<file path="config.mk">
export PLATFORM = sky130hd
export DESIGN_NAME = lpht_front
export DESIGN_NICKNAME = d
export VERILOG_FILES = /design/src/hw/rtl/lpht_pkg.sv /design/src/hw/rtl/lpht_front.sv
export SDC_FILE = /design/constraint.sdc
export NUM_CORES = 1
export LEC_CHECK = 0
export BUFFER_PORTS_ARGS = -buffer_cell sky130_fd_sc_hd__buf_2
export CAP_MARGIN = 25
export CORE_AREA = 2 2 79 81
export DETAILED_ROUTE_END_ITERATION = 16
export DIE_AREA = 0 0 81 83
export PLACE_DENSITY = 0.69
export SLEW_MARGIN = 20
export SYNTH_ARGS = -nofsm -noshare
export SYNTH_HDL_FRONTEND = slang
export SYNTH_SLANG_ARGS = --single-unit
</file>
<file path="constraint.sdc">
create_clock -name vclk -period 1.19
set_input_delay 0.119 -clock vclk [all_inputs]
set_output_delay 0.119 -clock vclk [all_outputs]
set_load 0.02 [all_outputs]
</file>
<file path="src/hw/rtl/lpht_pkg.sv">
// Shared types and codes of the linear probe hash table.
package lpht_pkg;

    localparam int KEY_W    = 64;
    localparam int VAL_W    = 32;
    localparam int MODE_W   = 2;
    localparam int STAT_W   = 2;
    localparam int CNT_W    = 11;
    localparam int IN_DW    = KEY_W + VAL_W;

    localparam logic [CNT_W-1:0] MAX_ENTRIES_RST = 11'd512;

    localparam logic [MODE_W-1:0] MODE_INSERT = 2'd0;
    localparam logic [MODE_W-1:0] MODE_LOOKUP = 2'd1;
    localparam logic [MODE_W-1:0] MODE_DELETE = 2'd2;

    localparam logic [STAT_W-1:0] ST_OK        = 2'd0;
    localparam logic [STAT_W-1:0] ST_NOT_FOUND = 2'd1;
    localparam logic [STAT_W-1:0] ST_FULL      = 2'd2;
    localparam logic [STAT_W-1:0] ST_ZERO_KEY  = 2'd3;

    typedef enum logic [2:0] {
        K_INSERT,
        K_LOOKUP,
        K_DELETE,
        K_ZERO,
        K_BAD
    } t_kind;

    typedef struct packed {
        t_kind             kind;
        logic [KEY_W-1:0]  key;
        logic [VAL_W-1:0]  value;
    } t_op;

    typedef enum logic [2:0] {
        S_CLEAR,
        S_IDLE,
        S_HASH,
        S_READ,
        S_CMP,
        S_RESOLVE,
        S_OUT
    } t_state;

endpackage

</file>
<file path="src/hw/rtl/lpht_front.sv">
// Front end: accepts input items and classifies them into operations.
module lpht_front (
    input  logic                          i_s_axis_tvalid,
    output logic                          o_s_axis_tready,
    input  logic [lpht_pkg::IN_DW-1:0]    i_s_axis_tdata,
    input  logic [lpht_pkg::MODE_W-1:0]   i_s_axis_tuser,
    input  logic                          i_hold,
    input  logic                          i_q_full,
    output logic                          o_push,
    output lpht_pkg::t_op                 o_op
);
    import lpht_pkg::*;

    logic [KEY_W-1:0] key;

    assign key             = i_s_axis_tdata[KEY_W-1:0];
    assign o_s_axis_tready = !i_q_full && !i_hold;
    assign o_push          = i_s_axis_tvalid && o_s_axis_tready;

    always_comb begin
        o_op.key   = key;
        o_op.value = i_s_axis_tdata[IN_DW-1:KEY_W];
        // An unused mode wins over a zero key.
        priority if (i_s_axis_tuser != MODE_INSERT && i_s_axis_tuser != MODE_LOOKUP
                     && i_s_axis_tuser != MODE_DELETE) begin
            o_op.kind = K_BAD;
        end else if (key == '0) begin
            o_op.kind = K_ZERO;
        end else if (i_s_axis_tuser == MODE_INSERT) begin
            o_op.kind = K_INSERT;
        end else if (i_s_axis_tuser == MODE_LOOKUP) begin
            o_op.kind = K_LOOKUP;
        end else begin
            o_op.kind = K_DELETE;
        end
    end

endmodule

</file>
==> flow_summary.json, run 1 <==
{
  "syn_avg_cell_area_um2": 7.32,
  "seq_cells": 0,
  "synthDistinctLibCells": 9,
  "fillers": 688,
  "synth_top_area_cell": "buf_4",
  "syn_to_final_growth_pct": 17.9,
  "clkbuf_count": 0,
  "tightestPinTransition_ps": 311,
  "syn-num-nets": 225,
  "syn_inst": 124,
  "grt.overflow.total": 0,
  "die_y_um": 83,
  "use_met2": 0.165,
  "hold_start": "i_s_axis_tdata[77]",
  "min_path_cells": 0,
  "power_density_nw_per_um2": 442,
  "fin_cells": 245,
  "wire_per_inst_um": 11.8,
  "holdBufCountCts": 0,
  "dieWidth_um": 81,
  "setup_viol": 2,
  "grt_usage": 0.0743,
  "core_region_area_um2": 5820,
  "holdPathEnd": "o_op[13]",
  "endpoint_kind": "output pin",
  "power_leakage_nw": 0.619,
  "drtPass1Iterations": 2,
  "status": "finished, violations left",
  "grt_pass1_wl_mm": 4.02,
  "drive_gt1_frac": 0.882,
  "pin_count": 202,
  "grtUsageMet3": 0.0130,
  "layout_setup_ws_ps": -306,
  "num_antenna_cells": 0,
  "period_needed_ps": 1500,
  "rsz0062_at_grt": "yes",
  "wl_mm": 2.90,
  "gp_congestion": 0.701,
  "finalCritPeriodShare": 1.26,
  "drc": 0,
  "grt_max_degree": 4,
  "layout_common_cells": "buf_2, nor4_1, nor4_2",
  "maxSlewViolCount": 0,
  "io_buffers": 138,
  "fmax_mhz": 669,
  "relSlewSlack": 0.791,
  "antenna_found_initial": 0,
  "cp_max_fo": 2,
  "ir_worst_vdd_mv": 0.106,
  "grt_use_met1": 0.0608,
  "syn_area_um2": 907,
  "critPathRequiredTime_ps": 1070,
  "crit_path_start_kind": "primary input",
  "start_util": 0.156,
  "seq_area_um2": 0,
  "fp-row-count": 28,
  "fin_nets": 273,
  "drtAntennaViolNets": 0,
  "drtIter0Drc": 7,
  "vias": 887,
  "crit_path_start": "i_s_axis_tdata[35]",
  "violations": "negative setup slack",
  "critical_path_class": "primary input to output pin",
  "cp.arrival_ps": 1380,
  "fp.dieArea_um2": 6720,
  "ys_warn_count": 0,
  "synth_area_leaders": "buf_4, nor4_1, nand4_1",
  "dpl_worst_slack_ps": -439,
  "final-hold-violation-count": 0,
  "busiest_layer": "met2",
  "final_common_cell": "buf_2",
  "synth_seq_area_share": 0,
  "synth_top_cell_area_share": 0.794,
  "vias_per_cell": 3.62,
  "drv_cap": 0,
  "hold_class": "primary input to output pin",
  "dp.cells": 244,
  "grt_pass1_vias": 864
}
## Yosys cell counts
cell	instances
buf_4	96
a21o_1	1
inv_1	1
nor4_1	15
mux2_1	1
nand4_1	4
nor2_1	2
and2_1	2
nor4_2	2
## how the worst max path moves through the flow
stage | end | slack (ps)
2_1_floorplan | o_op[97] | 20
3_3_place_gp | o_op[97] | -430
3_5_place_dp | o_op[97] | -440
4_1_cts | o_op[97] | -360
5_1_grt | o_op[97] | -410
6_report | o_op[97] | -310
## layer usage
layer / vias to the layer above / part of all wire / wire, um
met1: 382 / 0.30 / 875
met3: 12 / 0.13 / 369
li1: 414 / - / -
met4: 0 / 0.028 / 80
met5: - / 0 / 0
met2: 79 / 0.54 / 1580
## cells by family (layout without fill, tap and decap cells)
| logic type | after synthesis | after routing | synth area share |
|---|---|---|---|
| simple gates | 25 | 25 | 0.181 |
| mux | 1 | 1 | 0.0124 |
| compound gates | 1 | 1 | 0.00828 |
| buf+inv | 97 | 143 | 0.799 |
## critical path, cell delays in order
cell and delay [ps]:
buf_6 100, nor4_4 240, buf_4 140, nand4_1 120, nor4_2 340, mux2_4 210, buf_6 110
## area by class of cell
| class | count | area [um^2] | share of cell area |
|---|---|---|---|
| well taps | 75 | 93.8 | 0.0877 |
| multi-input cells | 27 | 226 | 0.212 |
| repair buffers | 142 | 746 | 0.697 |
| inverters | 1 | 3.75 | 0.00351 |
## timing repair
item	in CTS	in global routing
resized for setup	10	3
pin swaps	2	2
setup buffers	1	0
endpoints found under the setup margin	2	2
## power by group
group,internal [mW],switching [mW]
combinational,0.192,0.281
sequential,0,0
clock,0,0
total,0.192,0.281
## metrics by stage
stage | total power [mW] | setup TNS, ps | instance area [um^2] | hold WS (ps) | util
2_1_floorplan | 0.501 | 0 | 907 | 318 | -
3_3_place_gp | 0.447 | -833 | 993 | 238 | 0.171
3_5_place_dp | 0.451 | -851 | 993 | 238 | 0.171
4_1_cts | 0.470 | -689 | 1050 | 238 | 0.180
5_1_grt | 0.506 | -782 | 1070 | 238 | 0.184
6_report | 0.473 | -579 | 1070 | 238 | 0.184
(Power assumes the default switching activity.)
==> run 2, diff against run 1 <==
Settings changed: BUFFER_PORTS_ARGS -buffer_cell sky130_fd_sc_hd__buf_2 to not set, CORE_AREA 2 2 79 81 to 2 2 77 79, DIE_AREA 0 0 81 83 to 0 0 79 81, DONT_BUFFER_PORTS set to 1, PLACE_DENSITY 0.69 to 0.4.
==> run 2 against run 1 <==
  * The flow still finishes with violations (negative setup slack)
  * First-iteration DRC count is 14% higher
  * Non-clock buffer count shrank 140
  * Worst hold slack is the same
  * Wire length down 27%
  * Fmax grew 14%
  * Critical path depth down 3
  * Power is 90% lower
  * Combinational power is 90% lower
  * Die area shrank 4.8%
==> flow_summary.json, run 2 (synthesis results as in run 1) <==
{
  "placed_cell_area_um2": 295,
  "crit_path_start_kind": "primary input",
  "drive_gt1_frac": 0.467,
  "rsz0062_at_grt": "yes",
  "maxSlewViolCount": 0,
  "wire_per_inst_um": 20.2,
  "grt_max_degree": 4,
  "die_y_um": 81,
  "power_density_nw_per_um2": 116,
  "syn_to_final_growth_pct": -55.0,
  "dpl_worst_slack_ps": -374,
  "layout_setup_ws_ps": -122,
  "drc": 0,
  "drtPass1Iterations": 2,
  "dp_hpwl_mm": 1.92,
  "wl_mm": 2.12,
  "grt_usage": 0.0566,
  "vias_per_cell": 3.99,
  "fin_tns_setup_ps": -215,
  "fin_cells": 105,
  "cp_slowest_stage_delay_ps": 340,
  "cp.arrival_ps": 1190,
  "setup_viol": 2,
  "slowest_stage": "nor4_4",
  "endpoint_kind": "output pin",
  "dieWidth_um": 79,
  "drtAntennaViolNets": 0,
  "pin_count": 202,
  "fin_nets": 133,
  "relSlewSlack": 0.828,
  "seq_cells": 0,
  "hold_class": "primary input to output pin",
  "antenna_found_initial": 0,
  "core_region_area_um2": 5680,
  "io_buffers": 0,
  "dp.cells": 105,
  "finalPower_uw": 47.1,
  "drv_cap": 0,
  "finalCritPeriodShare": 1.10,
  "start_util": 0.160,
  "ir_worst_vdd_mv": 0.0307,
  "grt.overflow.total": 0,
  "status": "finished, violations left",
  "period_needed_ps": 1310,
  "layout_common_cells": "nor4_1, nor4_4, nor4_2, nand4_1",
  "seq_area_um2": 0,
  "final_util": 0.0719,
  "power_leakage_nw": 0.0801,
  "violations": "negative setup slack",
  "tightestPinTransition_ps": 255,
  "grt_pass1_wl_mm": 2.67,
  "holdWs_ps": 238,
  "num_antenna_cells": 0,
  "fp.dieArea_um2": 6400,
  "critical_path_class": "primary input to output pin",
  "cp_max_fo": 2,
  "grt_pass1_vias": 463,
  "clkbuf_count": 0,
  "vias": 419,
  "gp_congestion": 0.523,
  "fp-row-count": 28,
  "final-hold-violation-count": 0,
  "drtIter0Drc": 8,
  "holdBufCountCts": 0,
  "crit_chain": "nor4_1 > nand4_1 > nor4_4 > a21o_1",
  "fillers": 674,
  "fin_area_um2": 408,
  "fmax_mhz": 762,
  "critPathRequiredTime_ps": 1070
}
==> run 2: cell types whose count changed in the layout (fill, tap and decap cells not counted), sizes merged <==
cell | previous run | this run
buf | 142 | 2
==> run 2: power by group <==
group          switching [mW]  total [mW]  internal, mW
clock                       0           0             0
combinational          0.0213      0.0471        0.0258
sequential                  0           0             0
==> run 2: worst max-delay path: cells and delay by family <==
kind             cells  cell delay [ps]
AO/OA/AOI/OAI        1              270
AND/OR/NAND/NOR      3              800
==> run 2: layer usage <==
layer,track usage,routed length (um)
met1,0.0477,561
met2,0.0983,1020
met3,0.0344,379
met4,0.0414,167
met5,0,0
==> run 2: area by class of cell <==
| class | count | area [um^2] | share of cell area |
|---|---|---|---|
| Multi-Input combinational cell | 27 | 295 | 0.724 |
| Inverter | 1 | 3.75 | 0.00920 |
| Tap cell | 75 | 93.8 | 0.230 |
| Timing Repair Buffer | 2 | 15.0 | 0.0368 |
==> run 2: worst paths after layout <==
| kind | from | to | slack [ps] | depth (start not counted) |
|---|---|---|---|---|
| worst max-delay path | i_s_axis_tdata[52] | o_op[96] | -120 | 4 |
| worst min-delay path | i_s_axis_tdata[74] | o_op[10] | 240 | 0 |
==> run 2: what timing repair did <==
item / 4_1_cts / 5_1_grt
setup endpoints to repair: 2 / 2
setup buffers: 0 / 0
resized for setup: 16 / 1
gates cloned: 0 / 0
pin swaps: 6 / 0
