**src/hw/rtl/lpht_pkg.sv**
```systemverilog
// Shared types and codes of the linear probe hash table.
package lpht_pkg;

    localparam int KEY_W    = 64;
    localparam int VAL_W    = 32;
    localparam int MODE_W   = 2;
    localparam int STAT_W   = 2;
    localparam int CNT_W    = 11;
    localparam int IN_DW    = KEY_W + VAL_W;

    localparam logic [CNT_W-1:0] MAX_ENTRIES_RST = 11'd512;

    localparam logic [MODE_W-1:0] MODE_INSERT = 2'd0;
    localparam logic [MODE_W-1:0] MODE_LOOKUP = 2'd1;
    localparam logic [MODE_W-1:0] MODE_DELETE = 2'd2;

    localparam logic [STAT_W-1:0] ST_OK        = 2'd0;
    localparam logic [STAT_W-1:0] ST_NOT_FOUND = 2'd1;
    localparam logic [STAT_W-1:0] ST_FULL      = 2'd2;
    localparam logic [STAT_W-1:0] ST_ZERO_KEY  = 2'd3;

    typedef enum logic [2:0] {
        K_INSERT,
        K_LOOKUP,
        K_DELETE,
        K_ZERO,
        K_BAD
    } t_kind;

    typedef struct packed {
        t_kind             kind;
        logic [KEY_W-1:0]  key;
        logic [VAL_W-1:0]  value;
    } t_op;

    typedef enum logic [2:0] {
        S_CLEAR,
        S_IDLE,
        S_HASH,
        S_READ,
        S_CMP,
        S_RESOLVE,
        S_OUT
    } t_state;

endpackage

```
**src/hw/rtl/lpht_queue.sv**
```systemverilog
// Two-entry queue of classified operations between front and back.
module lpht_queue (
    input  logic           i_clk,
    input  logic           i_rst_n,
    input  logic           i_push,
    input  lpht_pkg::t_op  i_op,
    output logic           o_full,
    output logic           o_valid,
    input  logic           i_pop,
    output lpht_pkg::t_op  o_op
);
    import lpht_pkg::*;

    t_op        r_mem [2];
    logic       r_wp;
    logic       r_rp;
    logic [1:0] r_cnt;

    assign o_full  = (r_cnt == 2'd2);
    assign o_valid = (r_cnt != 2'd0);
    assign o_op    = r_mem[r_rp];

    always_ff @(posedge i_clk) begin
        if (!i_rst_n) begin
            r_wp  <= 1'b0;
            r_rp  <= 1'b0;
            r_cnt <= 2'd0;
        end else begin
            if (i_push) begin
                r_wp <= !r_wp;
            end
            if (i_pop) begin
                r_rp <= !r_rp;
            end
            if (i_push && !i_pop) begin
                r_cnt <= r_cnt + 2'd1;
            end else if (!i_push && i_pop) begin
                r_cnt <= r_cnt - 2'd1;
            end
        end
    end

    always_ff @(posedge i_clk) begin
        if (i_push) begin
            r_mem[r_wp] <= i_op;
        end
    end

endmodule

```
**config.mk**
```make
export PLATFORM = sky130hd
export DESIGN_NAME = lpht_queue
export DESIGN_NICKNAME = d
export VERILOG_FILES = /design/src/hw/rtl/lpht_pkg.sv /design/src/hw/rtl/lpht_queue.sv
export SDC_FILE = /design/constraint.sdc
export NUM_CORES = 1
export LEC_CHECK = 0
export ABC_AREA = 0
export BUFFER_PORTS_ARGS = -buffer_cell sky130_fd_sc_hd__buf_2
export CELL_PAD_IN_SITES_DETAIL_PLACEMENT = 2
export CELL_PAD_IN_SITES_GLOBAL_PLACEMENT = 2
export CORE_ASPECT_RATIO = 0.75
export CORE_MARGIN = 2
export CORE_UTILIZATION = 35
export DETAILED_ROUTE_END_ITERATION = 16
export PLACE_DENSITY = 0.71
export SLEW_MARGIN = 20
export SYNTH_ARGS = -nofsm -noshare
export SYNTH_HDL_FRONTEND = slang
export SYNTH_SLANG_ARGS = --single-unit
```
**constraint.sdc**
```tcl
create_clock -name i_clk -period 5.8 [get_ports i_clk]
set_input_delay 0.29 -clock i_clk [delete_from_list [all_inputs] [get_ports i_clk]]
set_output_delay 0.29 -clock i_clk [all_outputs]
set_load 0.02 [all_outputs]
```
==> results.cfg, run 1 <==
[outcome]
outcome = completed

[synthesis]
synth-seq-cells = 203
syn_area_sq_um = 7391
synth_cell_type_count = 17
ys_seq_area_share_pct = 81.80
syn_inst = 330
syn_nets = 434
avgSynthCellArea_sq_um = 22.40
ys.warnings.count = 0

[setup_path]
worstPathArrival_ps = 2660
required_ps = 5510
crit_path_end_kind = output pin
slowest_delay_ps = 770
path_buf_inv = 2
cp_cell_sequence = buf_4 -> mux2_2 -> buf_2
path_class = flop to output pin
path_max_fanout = 62
start_kind = flop
critPathTopFamily = buffers and inverters
cpMaxStageDelayCell = buf_4

[sta]
relSlewSlack_pct = 30.87
finalSetupTns_ps = 0
fin_skew_ps = 9.695
rsz0062_at_grt = false
setup_violations = 0
fin_crit_sh_pct = 50.82
fin_crit_ps = 2947
hold_viol = 0
fmax_mhz = 339.3
tightest_slew_ps = 1037
slew_viol_final = 0

[pwr]
p_int_mw = 2.606
sw_frac_of_total_pct = 23.68
seq_power_share_pct = 50.6
p_leak_nw = 3.890
p_sw_mw = 0.8084
combPwrFrac_pct = 13.0
pwr-share-clk_pct = 36.3
ir_drop_mv = 0.1832
power_density_nw_per_um2 = 331.3

[cts]
cts_post_setup_buffers_inserted = 0
numCtsBuffers = 22
cts-root-buf = clkbuf_16
cts_sinks = 203
cts_tree = yes
clk_path_buf_depth = 3
clkTransAtPathRegs_ps = 60
htreeDepth = 1
clk_latency_ps = 490

[grt]
use_met2_pct = 29.74
busiest_layer = met2
antenna_found_initial = 0
overflow = 0
grt_pass1_vias = 4807
grt_max_degree = 75
use_met1_pct = 20.44
grtUsageTotal_pct = 16.61
grt_pass1_wl_um = 28010
grt.met3_usage_pct = 4.519

[floorplan]
row_count = 46
core_sq_um = 20950
die_y_um = 129.8
die_x_um = 171.8
start_util_pct = 35.28
dieArea_sq_um = 22310
io_pins = 204

[routing]
drc = 0
antenna_left = 0
first_iter_violations = 147
vias_per_cell = 4.469
drt_wl_total_um = 18950
wl_per_cell_um = 20.07
dr_total_vias = 4219
dr.pass1.iters = 4

[layout]
stdcell_count = 944
fin_nets = 748
final_common_cell = buf_2
final_cell_mix = buf_2 (203), edfxtp_1 (198), dlygate4sd3_1 (95)
drive_gt1_share_pct = 50.76
num_antenna_cells = 0
area_growth_pct = 39.44

[placed_design]
dp_cells = 813
dpl.hpwl_um = 11450
gp_congestion = 0.7188
io_buffers = 203

[run]
maxCapViolations = 0

[min_path]
hold_path.class = primary input to flop
## through the flow
step / hold slack (ps) / setup slack [ps] / power, mW / utilization [%] / instance area, sq um
floorplan: 388.9 / 529.5 / 1.999 / - / 7391
global placement: 474.3 / 3360 / 2.133 / 41.67 / 8730
detailed placement: 483.7 / 3293 / 2.154 / 41.67 / 8730
CTS: 4.300 / 2769 / 3.454 / 49.15 / 10300
global route: 7.463 / 2696 / 3.554 / 49.19 / 10310
finish: 31.17 / 2853 / 3.414 / 49.19 / 10310
## path summary, 6_finish.rpt
kind / start / to / slack, ps / cells after the start
max reg2reg: r_wp$_SDFFE_PN0P_ / r_mem[0][72]$_DFFE_PP_ / 3420 / 2
max: flop / o_op[75] / 2850 / 3
min: i_op[86] / r_mem[0][86]$_DFFE_PP_ / 30 / 1
min reg2reg: r_cnt[1]$_SDFFE_PN0P_ / r_cnt[1]$_SDFFE_PN0P_ / 510 / 2
## synthesized netlist by cell type
library cell / instances / area (sq um)
edfxtp_1: 198 / 5946
mux2_2: 89 / 1002
mux2_4: 10 / 150.1
buf_2: 8 / 40.04
dfxtp_1: 5 / 100.1
and2_1: 4 / 25.02
buf_6: 3 / 33.78
nor2b_1: 3 / 18.77
xor2_1: 2 / 17.52
a21boi_1: 1 / 7.510
ha_1: 1 / 12.51
inv_1: 1 / 3.750
o21a_1: 1 / 7.510
o21ai_0: 1 / 5.000
or2_2: 1 / 6.260
or3_1: 1 / 6.260
xnor2_1: 1 / 8.760
## metal layers
metal  up-vias  part of all wire, %
li1       1934                    -
met1      2107                   42
met2       155                   50
met3        23                  6.8
met4         0                  1.6
met5         -                    0
## power groups by stage
stage	Sequential, mW	Clock (mW)	Combinational [mW]
after global routing	1.74	1.34	0.476
final	1.73	1.24	0.445
after floorplan	1.75	0	0.252
after global placement	1.75	0	0.381
after CTS	1.73	1.28	0.447
after detailed placement	1.76	0	0.394
## cells by family (layout without fill, tap and decap cells)
kind of cell	Yosys count	in the layout	share of synthesized area, %
flip-flops	203	203	81.80
multiplexers	99	99	15.59
buffers and inverters	12	338	1.050
AND/OR/NAND/NOR	9	9	0.7619
AO/OA/AOI/OAI	3	3	0.2709
XOR/XNOR	3	3	0.3556
adder cells (fa/ha/maj)	1	1	0.1693
## worst register-to-register path: stages (launching register included)
cell and delay, ps:
dfxtp_1 350, nor2b_4 660, buf_4 890
## sequential cells by signal, indices dropped and copies added (netlist names), named ones only
signal and flops:
r_mem 198, r_cnt 2, r_rp 1, r_wp 1
## what timing repair did
item,4_1_cts,5_1_grt
hold endpoints to repair,187,2
hold buffers,94,1
gates resized for setup,0,0
## final cells by class
| class | count | area [sq um] |
|---|---|---|
| Timing Repair Buffer | 301 | 1989 |
| Fill cell | 1981 | 10640 |
| Inverter | 1 | 3.754 |
| Multi-Input combinational cell | 115 | 1277 |
| Clock inverter | 11 | 42.54 |
| Sequential cell | 203 | 6050 |
| Clock buffer | 25 | 583.1 |
| Tap cell | 288 | 360.3 |
No activity file was read; power rests on OpenSTA's default activity.
==> inputs of run 2 (changes only) <==
Settings changed: ABC_AREA 0 to 1.
Clock period 5.8 ns to 3 ns, I/O delays scaled along.
==> run 2 against run 1 <==
Utilization rose by 0.98 points; routed wire length rose by 5.1%; largest cell class unchanged; flip-flop and latch count stayed put.
==> results.cfg, run 2 <==
[synthesis]
syn_area_sq_um = 7400
synth_compound_area_share_pct = 0.1353
synth-edff-count = 198
syn_inst = 343
synthArstFlopShare_pct = 0
syn_nets = 447
synth-seq-cells = 203
yosysTopAreaCell = edfxtp_1
synthAdderAreaFrac_pct = 0.1691
synth_top_cells_by_area = edfxtp_1 (80%), mux2_2 (14%), mux2_4 (2.0%)
synth_most_common_cell = edfxtp_1
ys_seq_area_share_pct = 81.70
synth_common_cells = edfxtp_1 (198), mux2_2 (89), mux2_4 (10), nand2_1 (9)
avgSynthCellArea_sq_um = 21.57
synth_top_family_by_area = multiplexers
synth.top_cell.area_share_pct = 80.35
synthMuxAreaShare_pct = 15.57
synth_cell_type_count = 14
synth_xor_xnor_area_share_pct = 0
synth_ff_type = edfxtp_1
ys.warnings.count = 0
synthSimpleGateAreaFrac_pct = 1.015

[cts]
clkTransAtPathRegs_ps = 60
cts_post_setup_buffers_inserted = 0
cts_sinks = 203
htreeDepth = 1
post_cts_resized = 0
clk_latency_ps = 500
clk_path_buf_depth = 3
cts-root-buf = clkbuf_16
numCtsBuffers = 22
cts_tree = yes

[floorplan]
row_count = 46
die_x_um = 171.9
die_y_um = 129.9
dieArea_sq_um = 22330
core_sq_um = 20950
io_pins = 204
start_util_pct = 35.32

[sta]
fin_skew_ps = 8.173
fin_crit_sh_pct = 77.36
finalSetupTns_ps = 0
fmax_mhz = 430.9
setup_violations = 0
relSlewSlack_pct = 51.52
tightest_slew_ps = 727.2
slew_viol_final = 0
rsz0062_at_grt = false
fin_ws_ps = 679.3
hold_viol = 0
fin_crit_ps = 2321
hold_ws_ps = 109.6

[setup_path]
path_max_fanout = 49
slowest_delay_ps = 700
worstPathArrival_ps = 2170
cp_cell_sequence = buf_12 -> mux2_2 -> buf_2
path_class = flop to output pin
cpMaxStageDelayCell = dfxtp_4
path_buf_inv = 2
crit_path_end_kind = output pin
critPathTopFamily = flip-flops
required_ps = 2850
start_kind = flop

[placed_design]
dp_slack_ps = 1175
dpl.hpwl_um = 11890
io_buffers = 203
dp_cells = 829
gp_congestion = 0.7239
place_area_sq_um = 8786

[layout]
stdcell_count = 973
regMostFlops = r_mem
area_growth_pct = 42.05
fin_nets = 771
fill_cells = 1952
top_regs = r_mem: 198 flops, r_cnt: 2 flops
final_util_pct = 50.17
largest_reg_flops = 198
final_cell_mix = buf_2 (203), edfxtp_1 (198), dlygate4sd3_1 (102)
final_cell_area_sq_um = 10510
final_common_cell = buf_2
drive_gt1_share_pct = 49.78

[routing]
drt_wl_total_um = 19920
first_iter_violations = 209
vias_per_cell = 4.474
dr_total_vias = 4353
drc = 0
antenna_left = 0
wl_per_cell_um = 20.47
dr.pass1.iters = 4

[outcome]
outcome = completed

[pwr]
p_leak_nw = 4.007
ir_drop_mv = 0.3569
power.total_mw = 6.792
power_density_nw_per_um2 = 646.2

[grt]
grtUsageTotal_pct = 17.62
grt_max_degree = 53
grt_pass1_wl_um = 29650
overflow = 0
grt_pass1_vias = 5010
antenna_found_initial = 3

[min_path]
hold_path.class = primary input to flop

[run]
maxCapViolations = 0
## run 2: cell count changes in the layout (fill, tap and decap cells not counted), moves of 3 or more
cell	delta
inv_1	+6
dlygate4sd3_1	+7
clkinv_1	-6
nor2_1	+7
clkbuf_1	+5
and2_1	-3
nand2_1	+9
## run 2: kinds of logic after synthesis
logic type | count (synthesis)
buffers and inverters | 19
flip-flops | 203
adder cells (fa/ha/maj) | 1
multiplexers | 99
AND/OR/NAND/NOR | 19
AO/OA/AOI/OAI | 2
## run 2: routing by layer
layer | global-route usage [%] | part of all wire (%)
met5 | 0 | 0.065
met4 | 3.361 | 1.6
met3 | 5.035 | 6.8
met2 | 31.70 | 51
met1 | 21.39 | 40
## run 2: worst register-to-register path: cells and delay by family (launching register included)
kind | cells | cell delay (ps)
buffers and inverters | 2 | 770
flip-flops | 1 | 410
AND/OR/NAND/NOR | 1 | 140
## run 2: power breakdown
| part | total [mW] | switching (mW) | internal [mW] |
|---|---|---|---|
| registers | 3.34 | 0.0582 | 3.28 |
| clock network | 2.65 | 1.07 | 1.58 |
| logic | 0.804 | 0.445 | 0.359 |
| total | 6.79 | 1.57 | 5.22 |
## run 2: path summary, 6_finish.rpt
| path | start | endpoint | slack (ps) | cells after the start |
|---|---|---|---|---|
| hold reg to reg | r_rp$_SDFFE_PN0P_ | r_rp$_SDFFE_PN0P_ | 510 | 2 |
| setup / recovery | flop | o_op[22] | 680 | 3 |
| setup reg to reg | r_wp$_SDFFE_PN0P_ | r_mem[1][76]$_DFFE_PP_ | 1330 | 3 |
| hold / removal | i_push | r_cnt[0]$_SDFFE_PN0P_ | 110 | 3 |
## run 2: area by class of cell
| class | instances | area (sq um) | area share [%] |
|---|---|---|---|
| Timing Repair Buffer | 311 | 2107 | 20.05 |
| Clock inverter | 10 | 97.59 | 0.9285 |
| Tap cell | 288 | 360.3 | 3.428 |
| Antenna cell | 2 | 5.005 | 0.04761 |
| Multi-Input combinational cell | 121 | 1257 | 11.96 |
| Sequential cell | 203 | 6050 | 57.55 |
| Inverter | 8 | 32.53 | 0.3095 |
| Clock buffer | 30 | 601.8 | 5.726 |
## run 2: timing repair
item	CTS	global route
hold endpoints to repair	203	0
hold buffers	102	0
endpoints found under the setup margin	0	0
==> inputs of run 3 (changes only) <==
Settings changed: CORE_UTILIZATION 35 to 34, PLACE_DENSITY 0.71 to 0.72.
Clock period 3 ns to 2.09 ns, I/O delays scaled along.
==> run 3 against run 2 <==
First-iteration DRC count rose by 5.7%; sequential power rose by 43%; design area rose by 0.68%; non-clock buffer count rose by 11; critical endpoint is now o_op[74].
==> results.cfg, run 3 (synthesis results as in run 2) <==
[placed_design]
io_buffers = 203
dpl.hpwl_um = 12620
dp_cells = 830
gp_congestion = 0.7822

[cts]
cts-root-buf = clkbuf_16
clk_path_buf_depth = 3
numCtsBuffers = 21
htreeDepth = 1
cts_sinks = 203
clk_latency_ps = 490
clkTransAtPathRegs_ps = 60
cts_tree = yes

[routing]
dr.pass1.iters = 4
first_iter_violations = 221
drt_wl_total_um = 20260
drc = 0
dr_total_vias = 4390
wl_per_cell_um = 20.68
antenna_left = 0
vias_per_cell = 4.480

[grt]
grtUsageTotal_pct = 17.58
grt_max_degree = 55
overflow = 0
grt_pass1_vias = 5037
grt_pass1_wl_um = 31000
antenna_found_initial = 1

[sta]
slew_viol_final = 0
fin_crit_ps = 1966
fmax_mhz = 508.7
tightest_slew_ps = 659.5
fin_crit_sh_pct = 94.06
fin_skew_ps = 16.76
hold_viol = 0
setup_violations = 0
relSlewSlack_pct = 56.03
finalSetupTns_ps = 0
rsz0062_at_grt = false

[setup_path]
slowest_delay_ps = 480
path_buf_inv = 2
critPathTopFamily = flip-flops
rr_worst_depth = 5
cp_cell_sequence = buf_16 -> mux2_2 -> buf_2
cpMaxStageDelayCell = dfxtp_4
worstPathArrival_ps = 1860
start_kind = flop
path_max_fanout = 44
critical_path_depth = 3
required_ps = 1990
path_class = flop to output pin
crit_path_end_kind = output pin

[layout]
final_cell_mix = buf_2 (203), edfxtp_1 (198), dlygate4sd3_1 (103)
drive_gt1_share_pct = 51.23
regMostFlops = r_mem
largest_reg_flops = 198
area_growth_pct = 43.02
final_common_cell = buf_2
final_util_pct = 49.83
fin_nets = 781
fill_cells = 1955
top_regs = r_mem: 198 flops, r_cnt: 2 flops
stdcell_count = 980

[min_path]
min_path_cells = 3
hold_path.class = primary input to flop

[outcome]
outcome = completed

[pwr]
power_density_nw_per_um2 = 896.8
power.total_mw = 9.491
p_leak_nw = 4.045
ir_drop_mv = 0.5665

[floorplan]
row_count = 46
die_x_um = 174.3
die_y_um = 131.8
core_sq_um = 21240
start_util_pct = 34.84
io_pins = 204
dieArea_sq_um = 22970

[run]
maxCapViolations = 0
## run 3: changes by cell type in the layout (fill, tap and decap cells not counted), moves of 2 or more
cell and delta:
clkbuf_1 -6, buf_12 +2, clkbuf_8 +4, clkinvlp_4 +2
buf_4 +7, clkbuf_16 -2, bufinv_16 -2
## run 3: worst min-delay path, delay by kind of cell
| family | cells | cell delay [ps] |
|---|---|---|
| AO/OA/AOI/OAI | 1 | 60 |
| buffers and inverters | 1 | 130 |
| adder cells (fa/ha/maj) | 1 | 180 |
## run 3: final timing paths
path | start | endpoint | slack [ps]
worst min-delay path | i_push | r_cnt[0]$_SDFFE_PN0P_ | 50
worst min register to register | r_rp$_SDFFE_PN0P_ | r_rp$_SDFFE_PN0P_ | 510
worst max-delay path | flop | o_op[74] | 120
worst max register to register | r_wp$_SDFFE_PN0P_ | r_wp$_SDFFE_PN0P_ | 280
## run 3: layer usage
layer | share of wire, % | track usage (%) | vias to the layer above | routed length (um)
met1 | 42 | 22.19 | 2187 | 8545
li1 | - | - | 2013 | -
met2 | 50 | 30.93 | 159 | 10120
met4 | 1.7 | 3.128 | 0 | 350
met5 | 0 | 0 | - | 0
met3 | 6.2 | 4.498 | 31 | 1249
## run 3: through the flow
stage	setup slack (ps)	area [sq um]	hold WS (ps)
final	124.2	10580	50.29
after global routing	68.74	10580	73.01
after global placement	600.5	8836	292.1
after CTS	33.67	10510	27.99
after detailed placement	562.0	8836	296.5
after floorplan	-157.4	7415	203.4
## run 3: what timing repair did
item | 4_1_cts | 5_1_grt
gates resized for setup | 0 | 1
endpoints found under the setup margin | 0 | 4
hold endpoints to repair | 203 | 0
setup buffers | 0 | 9
hold buffers | 103 | 0
## run 3: layout make-up
type	instances	area, sq um	area share, %
flip-flops and latches	203	6051	57.18
repair buffers	322	2237	21.14
multi-input cells	121	1260	11.91
clock buffers	26	584.3	5.521
well taps	288	360.3	3.405
clock inverters	11	53.80	0.5084
inverters	8	33.78	0.3192
diodes	1	2.502	0.02365
## run 3: where the power goes
| group | internal, mW | switching, mW |
|---|---|---|
| Combinational | 0.547 | 0.660 |
| Sequential | 4.71 | 0.0733 |
| Clock | 1.98 | 1.52 |
